File: config.mk
export PLATFORM = sky130hd
export DESIGN_NAME = lock_table_manager
export DESIGN_NICKNAME = d
export VERILOG_FILES = /design/src/rtl/ltm_pkg.sv /design/src/rtl/lock_table_manager.sv /design/src/rtl/ltm_ram.sv /design/src/rtl/ltm_front.sv /design/src/rtl/ltm_back.sv
export SDC_FILE = /design/constraint.sdc
export NUM_CORES = 2
export LEC_CHECK = 0
export CAP_MARGIN = 20
export CORE_UTILIZATION = 55
export CTS_BUF_LIST = sky130_fd_sc_hd__clkbuf_4 sky130_fd_sc_hd__clkbuf_8
export CTS_CLUSTER_DIAMETER = 80
export DETAILED_ROUTE_END_ITERATION = 16
export DONT_BUFFER_PORTS = 1
export PLACE_DENSITY = 0.73
export SLEW_MARGIN = 20
export SYNTH_ARGS = -nofsm -noshare
export SYNTH_HDL_FRONTEND = slang
export SYNTH_HIERARCHICAL = 1
export SYNTH_SLANG_ARGS = --single-unit
File: constraint.sdc
create_clock -name clk -period 7.7 [get_ports clk]
set_input_delay 1.54 -clock clk [delete_from_list [all_inputs] [get_ports clk]]
set_output_delay 1.54 -clock clk [all_outputs]
set_load 0.05 [all_outputs]
File: src/rtl/ltm_pkg.sv
// Shared types and codes of the lock table manager.
package ltm_pkg;

  localparam int FUNC_W   = 2;
  localparam int CLIENT_W = 16;
  localparam int KEY_W    = 64;
  localparam int STATUS_W = 2;
  localparam int COUNT_W  = 32;

  localparam logic [FUNC_W-1:0] FUNC_STAT    = 2'd0;
  localparam logic [FUNC_W-1:0] FUNC_ACQUIRE = 2'd1;
  localparam logic [FUNC_W-1:0] FUNC_RELEASE = 2'd2;

  localparam logic [STATUS_W-1:0] ST_OK      = 2'd0;
  localparam logic [STATUS_W-1:0] ST_BUSY    = 2'd1;
  localparam logic [STATUS_W-1:0] ST_REFUSED = 2'd2;
  localparam logic [STATUS_W-1:0] ST_FULL    = 2'd3;

  typedef enum logic [1:0] {
    OP_STAT,
    OP_ACQUIRE,
    OP_RELEASE,
    OP_NONE
  } op_t;

  typedef struct packed {
    op_t                 op;
    logic [CLIENT_W-1:0] client;
    logic [KEY_W-1:0]    key;
  } req_t;

  typedef struct packed {
    logic                held;
    logic [CLIENT_W-1:0] holder;
    logic [COUNT_W-1:0]  count;
  } info_t;

  localparam int INFO_W = $bits(info_t);

endpackage

File: src/rtl/lock_table_manager.sv
// Lock table manager top level: request queue front end and table back end.
//
// A table of ENTRIES locks keyed by 64-bit lock id answers stat, acquire and
// release requests with one result beat each. A two-deep queue takes request
// beats while the back end works. Entries fill from index 0 upward and are
// never removed, so a fill count stands in for per-entry valid marks and no
// clearing pass runs after reset. The back end scans the key memory one entry
// per cycle through its single read port: a request whose lock sits at index k
// is dequeued, compared with entries 0 to k and resolved; a missing lock is
// compared with every filled entry, and an undefined operation skips the scan.
// A result beat that stalls holds the back end in its resolve cycle.
module lock_table_manager #(
  parameter int ENTRIES = 16
) (
  input  logic                          clk,
  input  logic                          rst,
  input  logic                          in_valid,
  output logic                          in_stall,
  input  logic [ltm_pkg::FUNC_W-1:0]    func,
  input  logic [ltm_pkg::CLIENT_W-1:0]  client,
  input  logic [ltm_pkg::KEY_W-1:0]     lock_id,
  output logic                          out_valid,
  input  logic                          out_stall,
  output logic [ltm_pkg::STATUS_W-1:0]  status,
  output logic [ltm_pkg::COUNT_W-1:0]   acquire_count
);

  logic          q_valid;
  logic          q_pop;
  ltm_pkg::req_t q_req;

  ltm_front u_front (
    .clk     (clk),
    .rst     (rst),
    .in_valid(in_valid),
    .in_stall(in_stall),
    .func    (func),
    .client  (client),
    .lock_id (lock_id),
    .q_valid (q_valid),
    .q_req   (q_req),
    .q_pop   (q_pop)
  );

  ltm_back #(
    .ENTRIES(ENTRIES)
  ) u_back (
    .clk          (clk),
    .rst          (rst),
    .q_valid      (q_valid),
    .q_req        (q_req),
    .q_pop        (q_pop),
    .out_valid    (out_valid),
    .out_stall    (out_stall),
    .status       (status),
    .acquire_count(acquire_count)
  );

endmodule

File: src/rtl/ltm_ram.sv
// Generic single-write, single-read RAM with registered read data.
module ltm_ram #(
  parameter int WIDTH = 8,
  parameter int DEPTH = 16
) (
  input  logic                                  clk,
  input  logic                                  we,
  input  logic [(DEPTH > 1 ? $clog2(DEPTH) : 1)-1:0] waddr,
  input  logic [WIDTH-1:0]                      wdata,
  input  logic [(DEPTH > 1 ? $clog2(DEPTH) : 1)-1:0] raddr,
  output logic [WIDTH-1:0]                      rdata
);

  logic [WIDTH-1:0] mem [DEPTH];

  always_ff @(posedge clk) begin
    if (we) begin
      mem[waddr] <= wdata;
    end
    rdata <= mem[raddr];
  end

endmodule

File: src/rtl/ltm_front.sv
// Request front end: accepts beats, decodes the operation, queues them for the back end.
module ltm_front (
  input  logic                          clk,
  input  logic                          rst,
  input  logic                          in_valid,
  output logic                          in_stall,
  input  logic [ltm_pkg::FUNC_W-1:0]    func,
  input  logic [ltm_pkg::CLIENT_W-1:0]  client,
  input  logic [ltm_pkg::KEY_W-1:0]     lock_id,
  output logic                          q_valid,
  output ltm_pkg::req_t                 q_req,
  input  logic                          q_pop
);

  ltm_pkg::req_t slot [2];
  logic          wr_ptr;
  logic          rd_ptr;
  logic [1:0]    fill;
  ltm_pkg::op_t  op;
  logic          push;

  always_comb begin
    case (func)
      ltm_pkg::FUNC_STAT:    op = ltm_pkg::OP_STAT;
      ltm_pkg::FUNC_ACQUIRE: op = ltm_pkg::OP_ACQUIRE;
      ltm_pkg::FUNC_RELEASE: op = ltm_pkg::OP_RELEASE;
      default:               op = ltm_pkg::OP_NONE;
    endcase
  end

  assign in_stall = (fill == 2'd2);
  assign push     = in_valid && !in_stall;
  assign q_valid  = (fill != 2'd0);
  assign q_req    = slot[rd_ptr];

  always_ff @(posedge clk) begin
    if (push) begin
      slot[wr_ptr] <= '{op: op, client: client, key: lock_id};
    end
    if (rst) begin
      wr_ptr <= 1'b0;
      rd_ptr <= 1'b0;
      fill   <= 2'd0;
    end else begin
      if (push) begin
        wr_ptr <= !wr_ptr;
      end
      if (q_pop && q_valid) begin
        rd_ptr <= !rd_ptr;
      end
      case ({push, q_pop && q_valid})
        2'b10:   fill <= fill + 2'd1;
        2'b01:   fill <= fill - 2'd1;
        default: fill <= fill;
      endcase
    end
  end

endmodule

File: src/rtl/ltm_back.sv
// Lock table back end: scans the table memories, applies the operation, holds the result.
module ltm_back #(
  parameter int ENTRIES = 16
) (
  input  logic                           clk,
  input  logic                           rst,
  input  logic                           q_valid,
  input  ltm_pkg::req_t                  q_req,
  output logic                           q_pop,
  output logic                           out_valid,
  input  logic                           out_stall,
  output logic [ltm_pkg::STATUS_W-1:0]   status,
  output logic [ltm_pkg::COUNT_W-1:0]    acquire_count
);

  localparam int IDX_W = (ENTRIES > 1) ? $clog2(ENTRIES) : 1;
  localparam int CNT_W = $clog2(ENTRIES + 1);

  typedef enum logic [1:0] {
    S_IDLE,
    S_SCAN,
    S_RESOLVE
  } state_t;

  state_t                        state;
  ltm_pkg::req_t                 cur;
  logic [IDX_W-1:0]              cmp_idx;
  logic [CNT_W-1:0]              fill;
  logic                          hit;
  ltm_pkg::info_t                h_info;

  logic [IDX_W-1:0]              rd_addr;
  logic [ltm_pkg::KEY_W-1:0]     key_rdata;
  logic [ltm_pkg::INFO_W-1:0]    info_rdata;
  logic                          key_we;
  logic                          info_we;
  logic [IDX_W-1:0]              info_waddr;
  ltm_pkg::info_t                info_wdata;
  logic [ltm_pkg::STATUS_W-1:0]  res_status;
  logic [ltm_pkg::COUNT_W-1:0]   res_count;
  logic                          fill_inc;
  logic                          match;
  logic                          last;
  logic                          out_free;
  logic                          commit;
  logic                          full;

  assign q_pop    = (state == S_IDLE) && q_valid;
  assign match    = (key_rdata == cur.key);
  assign last     = ((CNT_W'(cmp_idx) + CNT_W'(1)) == fill);
  assign out_free = !out_valid || !out_stall;
  assign commit   = (state == S_RESOLVE) && out_free;
  assign full     = (fill == CNT_W'(ENTRIES));
  assign rd_addr  = (state == S_SCAN) ? IDX_W'(cmp_idx + IDX_W'(1)) : '0;

  // Work out the result and the table update from the registered lookup.
  always_comb begin
    res_status = ltm_pkg::ST_OK;
    res_count  = '0;
    key_we     = 1'b0;
    info_we    = 1'b0;
    fill_inc   = 1'b0;
    info_waddr = cmp_idx;
    info_wdata = h_info;
    case (cur.op)
      ltm_pkg::OP_STAT: begin
        if (hit) begin
          res_count = h_info.count;
        end
      end
      ltm_pkg::OP_ACQUIRE: begin
        if (hit) begin
          if (h_info.held) begin
            res_status = ltm_pkg::ST_BUSY;
          end else begin
            info_we           = 1'b1;
            info_wdata.held   = 1'b1;
            info_wdata.holder = cur.client;
            info_wdata.count  = (h_info.count == '1) ? h_info.count
                                                     : h_info.count + 32'd1;
          end
        end else if (full) begin
          res_status = ltm_pkg::ST_FULL;
        end else begin
          key_we            = 1'b1;
          info_we           = 1'b1;
          fill_inc          = 1'b1;
          info_waddr        = fill[IDX_W-1:0];
          info_wdata.held   = 1'b1;
          info_wdata.holder = cur.client;
          info_wdata.count  = 32'd1;
        end
      end
      ltm_pkg::OP_RELEASE: begin
        if (hit && h_info.held && (h_info.holder == cur.client)) begin
          info_we         = 1'b1;
          info_wdata.held = 1'b0;
        end else begin
          res_status = ltm_pkg::ST_REFUSED;
        end
      end
      default: begin
        res_status = ltm_pkg::ST_OK;
      end
    endcase
  end

  ltm_ram #(
    .WIDTH(ltm_pkg::KEY_W),
    .DEPTH(ENTRIES)
  ) u_key_ram (
    .clk  (clk),
    .we   (commit && key_we),
    .waddr(fill[IDX_W-1:0]),
    .wdata(cur.key),
    .raddr(rd_addr),
    .rdata(key_rdata)
  );

  ltm_ram #(
    .WIDTH(ltm_pkg::INFO_W),
    .DEPTH(ENTRIES)
  ) u_info_ram (
    .clk  (clk),
    .we   (commit && info_we),
    .waddr(info_waddr),
    .wdata(info_wdata),
    .raddr(rd_addr),
    .rdata(info_rdata)
  );

  always_ff @(posedge clk) begin
    if (rst) begin
      state     <= S_IDLE;
      fill      <= '0;
      out_valid <= 1'b0;
    end else begin
      // Load a new beat, or drop the one just taken.
      if (commit) begin
        out_valid <= 1'b1;
      end else if (!out_stall) begin
        out_valid <= 1'b0;
      end
      case (state)
        S_IDLE: begin
          if (q_valid) begin
            cur     <= q_req;
            hit     <= 1'b0;
            cmp_idx <= '0;
            // Skip the scan when nothing can match.
            if (q_req.op == ltm_pkg::OP_NONE || fill == '0) begin
              state <= S_RESOLVE;
            end else begin
              state <= S_SCAN;
            end
          end
        end
        S_SCAN: begin
          if (match) begin
            hit    <= 1'b1;
            h_info <= ltm_pkg::info_t'(info_rdata);
            state  <= S_RESOLVE;
          end else if (last) begin
            state <= S_RESOLVE;
          end else begin
            cmp_idx <= IDX_W'(cmp_idx + IDX_W'(1));
          end
        end
        S_RESOLVE: begin
          if (out_free) begin
            status        <= res_status;
            acquire_count <= res_count;
            if (fill_inc) begin
              fill <= CNT_W'(fill + CNT_W'(1));
            end
            state <= S_IDLE;
          end
        end
        default: begin
          state <= S_IDLE;
        end
      endcase
    end
  end

endmodule
==> flow_metrics.py <==
metrics = {
    "outcome": {
        "status": "finished clean",
    },
    "drt": {
        "via_per_inst": 6.14,
        "drt-initial-drc-count": 3582,
        "routedWlPerCell_um": 27.8,
        "dr_total_vias": 39100,
        "drc": 0,
        "drtPass1Iterations": 5,
        "ant_nets": 0,
        "routed_wl_mm": 177,
    },
    "power": {
        "powerDensity_nw_per_um2": 282,
        "peakVddDrop_mv": 0.243,
        "power.leakage_nw": 29.5,
        "pwr-share-seq_pct": 56.0,
        "p_clk_share_pct": 39.0,
        "p_comb_share_pct": 5.0,
        "p_int_w": 0.0207,
        "swShare_pct": 22.3,
        "fin_total_pwr_w": 0.0266,
        "power_switching_w": 0.00592,
    },
    "critical_path": {
        "required_ps": 8290,
        "r2r_cells": 8,
        "r2r_slack_ps": 2470,
        "critPathKind": "flop to flop",
        "endpoint_kind": "flop",
        "path_buf_inv": 2,
        "startpoint_type": "flop",
        "critPathMaxStageDelay_ps": 960,
        "crit_family": "simple AND/OR/NAND/NOR gates",
        "cp_max_fo": 36,
        "worstPathCellList": "inv_1 > ha_1 > and4bb_2 > or2_2 > o21ai_0 > nand2b_1 > nor2_4 > buf_4",
        "r2r_start": "u_back/fill[0]",
        "crit_arrival_ps": 5820,
        "crit_slowest_cell": "nor2_4",
        "reg2reg_to": "u_back/u_info_ram/mem[13][20]",
    },
    "clocking": {
        "post_cts_resized": 0,
        "cts_root_buf": "clkbuf_8",
        "htreeDepth": 5,
        "clk-insertion-delay-late_ps": 1050,
        "cts_tree": "yes",
        "cts_inserted_buffers": 366,
        "clkSinkCount": 2268,
        "clk_pin_slew_worst_paths_ps": 70,
        "clockBufferDepth": 4,
        "cts_hold_buf": 0,
        "post_cts_buffers": 0,
    },
    "synth": {
        "ys_seq_elements": 2268,
        "async_flop_share_pct": 0,
        "yosysWarnings": 6,
        "synth_nets": 3881,
        "ys_types": 69,
        "synth_area_um2": 84200,
        "yosysSeqAreaShare_pct": 79.4,
        "synth-edff-count": 2142,
        "avgSynthCellArea_um2": 22.2,
        "syn_inst": 3787,
        "synth-main-ff-cell": "edfxtp_1",
    },
    "worst_hold_path": {
        "whs_path_depth": 0,
        "hold_path.class": "flop to flop",
        "min_from": "u_back/u_info_ram/rdata[20]",
        "whs_endpoint": "u_back/h_info[20]",
    },
    "grt": {
        "grt_max_degree": 127,
        "antenna_found_initial": 5,
        "grt_usage_pct": 23.4,
        "grt_pass1_vias": 41000,
        "overflow": 0,
        "grt_pass1_wl_mm": 263,
    },
    "timing": {
        "slew_viol_final": 0,
        "min_period_ps": 5230,
        "finalSetupViolations": 0,
        "relSlewSlack_pct": 23.5,
        "setup_ws_ps": 2470,
        "timing_hold_violations_final": 0,
        "fin_tns_setup_ps": 0,
        "fin_worst_skew_ps": 103,
        "min_period_over_period_pct": 67.9,
        "tightest_slew_ps": 1150,
        "rsz0062_at_grt": "false",
        "fmax_mhz": 191,
    },
    "flow_run": {
        "maxCapViolations": 0,
    },
    "floorplan": {
        "core_area_um2": 152000,
        "ios": 122,
        "row_count": 143,
        "fp.dieH_um": 393,
        "die_x_um": 393,
        "design.die.area_um2": 155000,
        "initial_core_util_pct": 55.4,
    },
    "placement": {
        "gp_congestion": 0.824,
        "dp_hpwl_mm": 95.3,
        "io_buffer_count": 0,
        "post-place-ws_ps": 2650,
    },
    "cells_and_area": {
        "area_growth_pct": 12.2,
        "final_layout_size_suffix_gt1_share_pct": 30.4,
        "utilization_pct": 62.2,
        "final_net_count": 4158,
    },
}
worst register-to-register path: stages, from the launching register on:
cell and delay [ps]:
dfxtp_1 700, inv_1 140, ha_1 240, and4bb_2 260
or2_2 590, o21ai_0 860, nand2b_1 450, nor2_4 960
buf_4 560
how the worst max path moves through the flow:
stage | end | cells past startpoint | from
3_3_place_gp | u_back/u_info_ram/mem[14][21] | 8 | u_back/fill[0]
4_1_cts | u_back/u_info_ram/mem[13][20] | 8 | u_back/fill[0]
6_report | u_back/u_info_ram/mem[13][20] | 8 | u_back/fill[0]
3_5_place_dp | u_back/u_info_ram/mem[13][20] | 8 | u_back/fill[0]
5_1_grt | u_back/u_info_ram/mem[15][27] | 8 | u_back/fill[0]
2_1_floorplan | u_back/u_key_ram/mem[0][0] | 4 | out_stall
routing by layer:
layer	share of wire [%]	global-route usage [%]
met2	50	38.2
met3	8.4	4.90
met4	2.3	7.24
met5	0.012	0
met1	39	31.9
synthesized netlist by cell type (4+ instances only):
| master | instances | area (µm²) |
|---|---|---|
| edfxtp_1 | 2142 | 64300 |
| mux4_2 | 452 | 10200 |
| a22oi_1 | 226 | 1700 |
| nand2_1 | 153 | 574 |
| dfxtp_1 | 126 | 2520 |
| mux2_2 | 98 | 1100 |
| clkbuf_1 | 86 | 323 |
| xnor2_1 | 70 | 613 |
| nor2_1 | 49 | 184 |
| buf_2 | 40 | 200 |
| and3_1 | 37 | 231 |
| nand4_1 | 31 | 194 |
| nand3_1 | 23 | 115 |
| xor2_1 | 22 | 193 |
| buf_6 | 20 | 225 |
| mux2i_1 | 19 | 190 |
| buf_4 | 16 | 120 |
| buf_1 | 15 | 56.3 |
| inv_1 | 15 | 56.3 |
| nor3_1 | 13 | 65.1 |
| nor4_1 | 10 | 62.6 |
| o21ai_0 | 10 | 50.1 |
| nand2b_1 | 9 | 56.3 |
| a21oi_1 | 8 | 40.0 |
| ha_1 | 8 | 100 |
| and2_1 | 7 | 43.8 |
| nand3b_1 | 7 | 52.6 |
| o211ai_1 | 7 | 52.6 |
| nor2b_1 | 6 | 37.5 |
| o31ai_1 | 6 | 45.0 |
| o2111ai_1 | 4 | 35.0 |
| or3_1 | 4 | 25.0 |
cell usage in the layout (no fill, tap or decap), types with 5 or more instances in the layout:
cell	Yosys	routed
mux4_2	452	452
nor3_2	0	8
xnor2_1	70	70
inv_1	15	14
nor4_1	10	10
nand4_1	31	31
nand2_1	153	153
buf_12	0	8
clkinv_1	0	55
mux2i_2	0	10
mux2i_1	19	9
nand2b_1	9	9
clkbuf_8	1	418
clkbuf_4	0	120
dfxtp_1	126	125
clkinvlp_4	0	5
and3_1	37	36
nand3_1	23	23
mux2_2	98	98
ha_1	8	8
a22oi_1	226	226
bufinv_16	0	11
nor2_4	0	28
nand3b_1	7	7
edfxtp_1	2142	2142
xor2_1	22	22
clkinv_2	0	35
nor2b_4	0	6
buf_4	16	75
o211ai_1	7	7
o21ai_0	10	8
nor2_1	49	20
a21oi_1	8	7
nor3_1	13	5
cells by family after synthesis:
group                      Yosys count  share of synthesized area [%]
adders and majority gates            8                          0.119
AOI/OAI and AO/OA                  279                           2.48
xor gates and xnor gates            92                          0.957
and+or+nand+nor                    376                           2.25
DFF                               2268                           79.4
muxes                              569                           13.6
buffers and inverters              195                           1.19
power by group through the flow:
stage	Sequential [W]	Combinational (W)	Clock (W)
after floorplan	0.0150	0.000835	0
after global placement	0.0151	0.00133	0
after detailed placement	0.0152	0.00134	0
after CTS	0.0149	0.00135	0.0106
after global routing	0.0150	0.00142	0.0111
final	0.0149	0.00134	0.0104
stage by stage:
step | hold WS (ps) | std cells | area, µm²
2_1_floorplan | 386 | 3787 | 84200
3_3_place_gp | 386 | 5721 | 86800
3_5_place_dp | 389 | 5724 | 87000
4_1_cts | 359 | 6372 | 94400
5_1_grt | 362 | 6376 | 94500
6_report | 344 | 6376 | 94500
final cells by class:
type	count	area, µm²
flip-flops and latches	2268	66800
clock inverters	110	785
well taps	2030	2540
fillers	10000	57400
clock buffers	538	6650
repair buffers	88	845
inverters	16	62.6
multi-input cells	1324	16700
diodes	2	5.00
flip-flops by register name, summed over array words and instances (netlist names), named ones only:
signal,count
u_back/acquire_count,32
u_back/cmp_idx,4
u_back/cur,82
u_back/fill,5
u_back/h_info,49
u_back/hit,1
u_back/out_valid,1
u_back/state,2
u_back/status,2
u_back/u_info_ram/mem,784
u_back/u_info_ram/rdata,49
u_back/u_key_ram/mem,1024
u_back/u_key_ram/rdata,64
u_front/fill,2
u_front/rd_ptr,1
u_front/slot,164
u_front/wr_ptr,1
No activity file was read; power rests on OpenSTA's default activity.
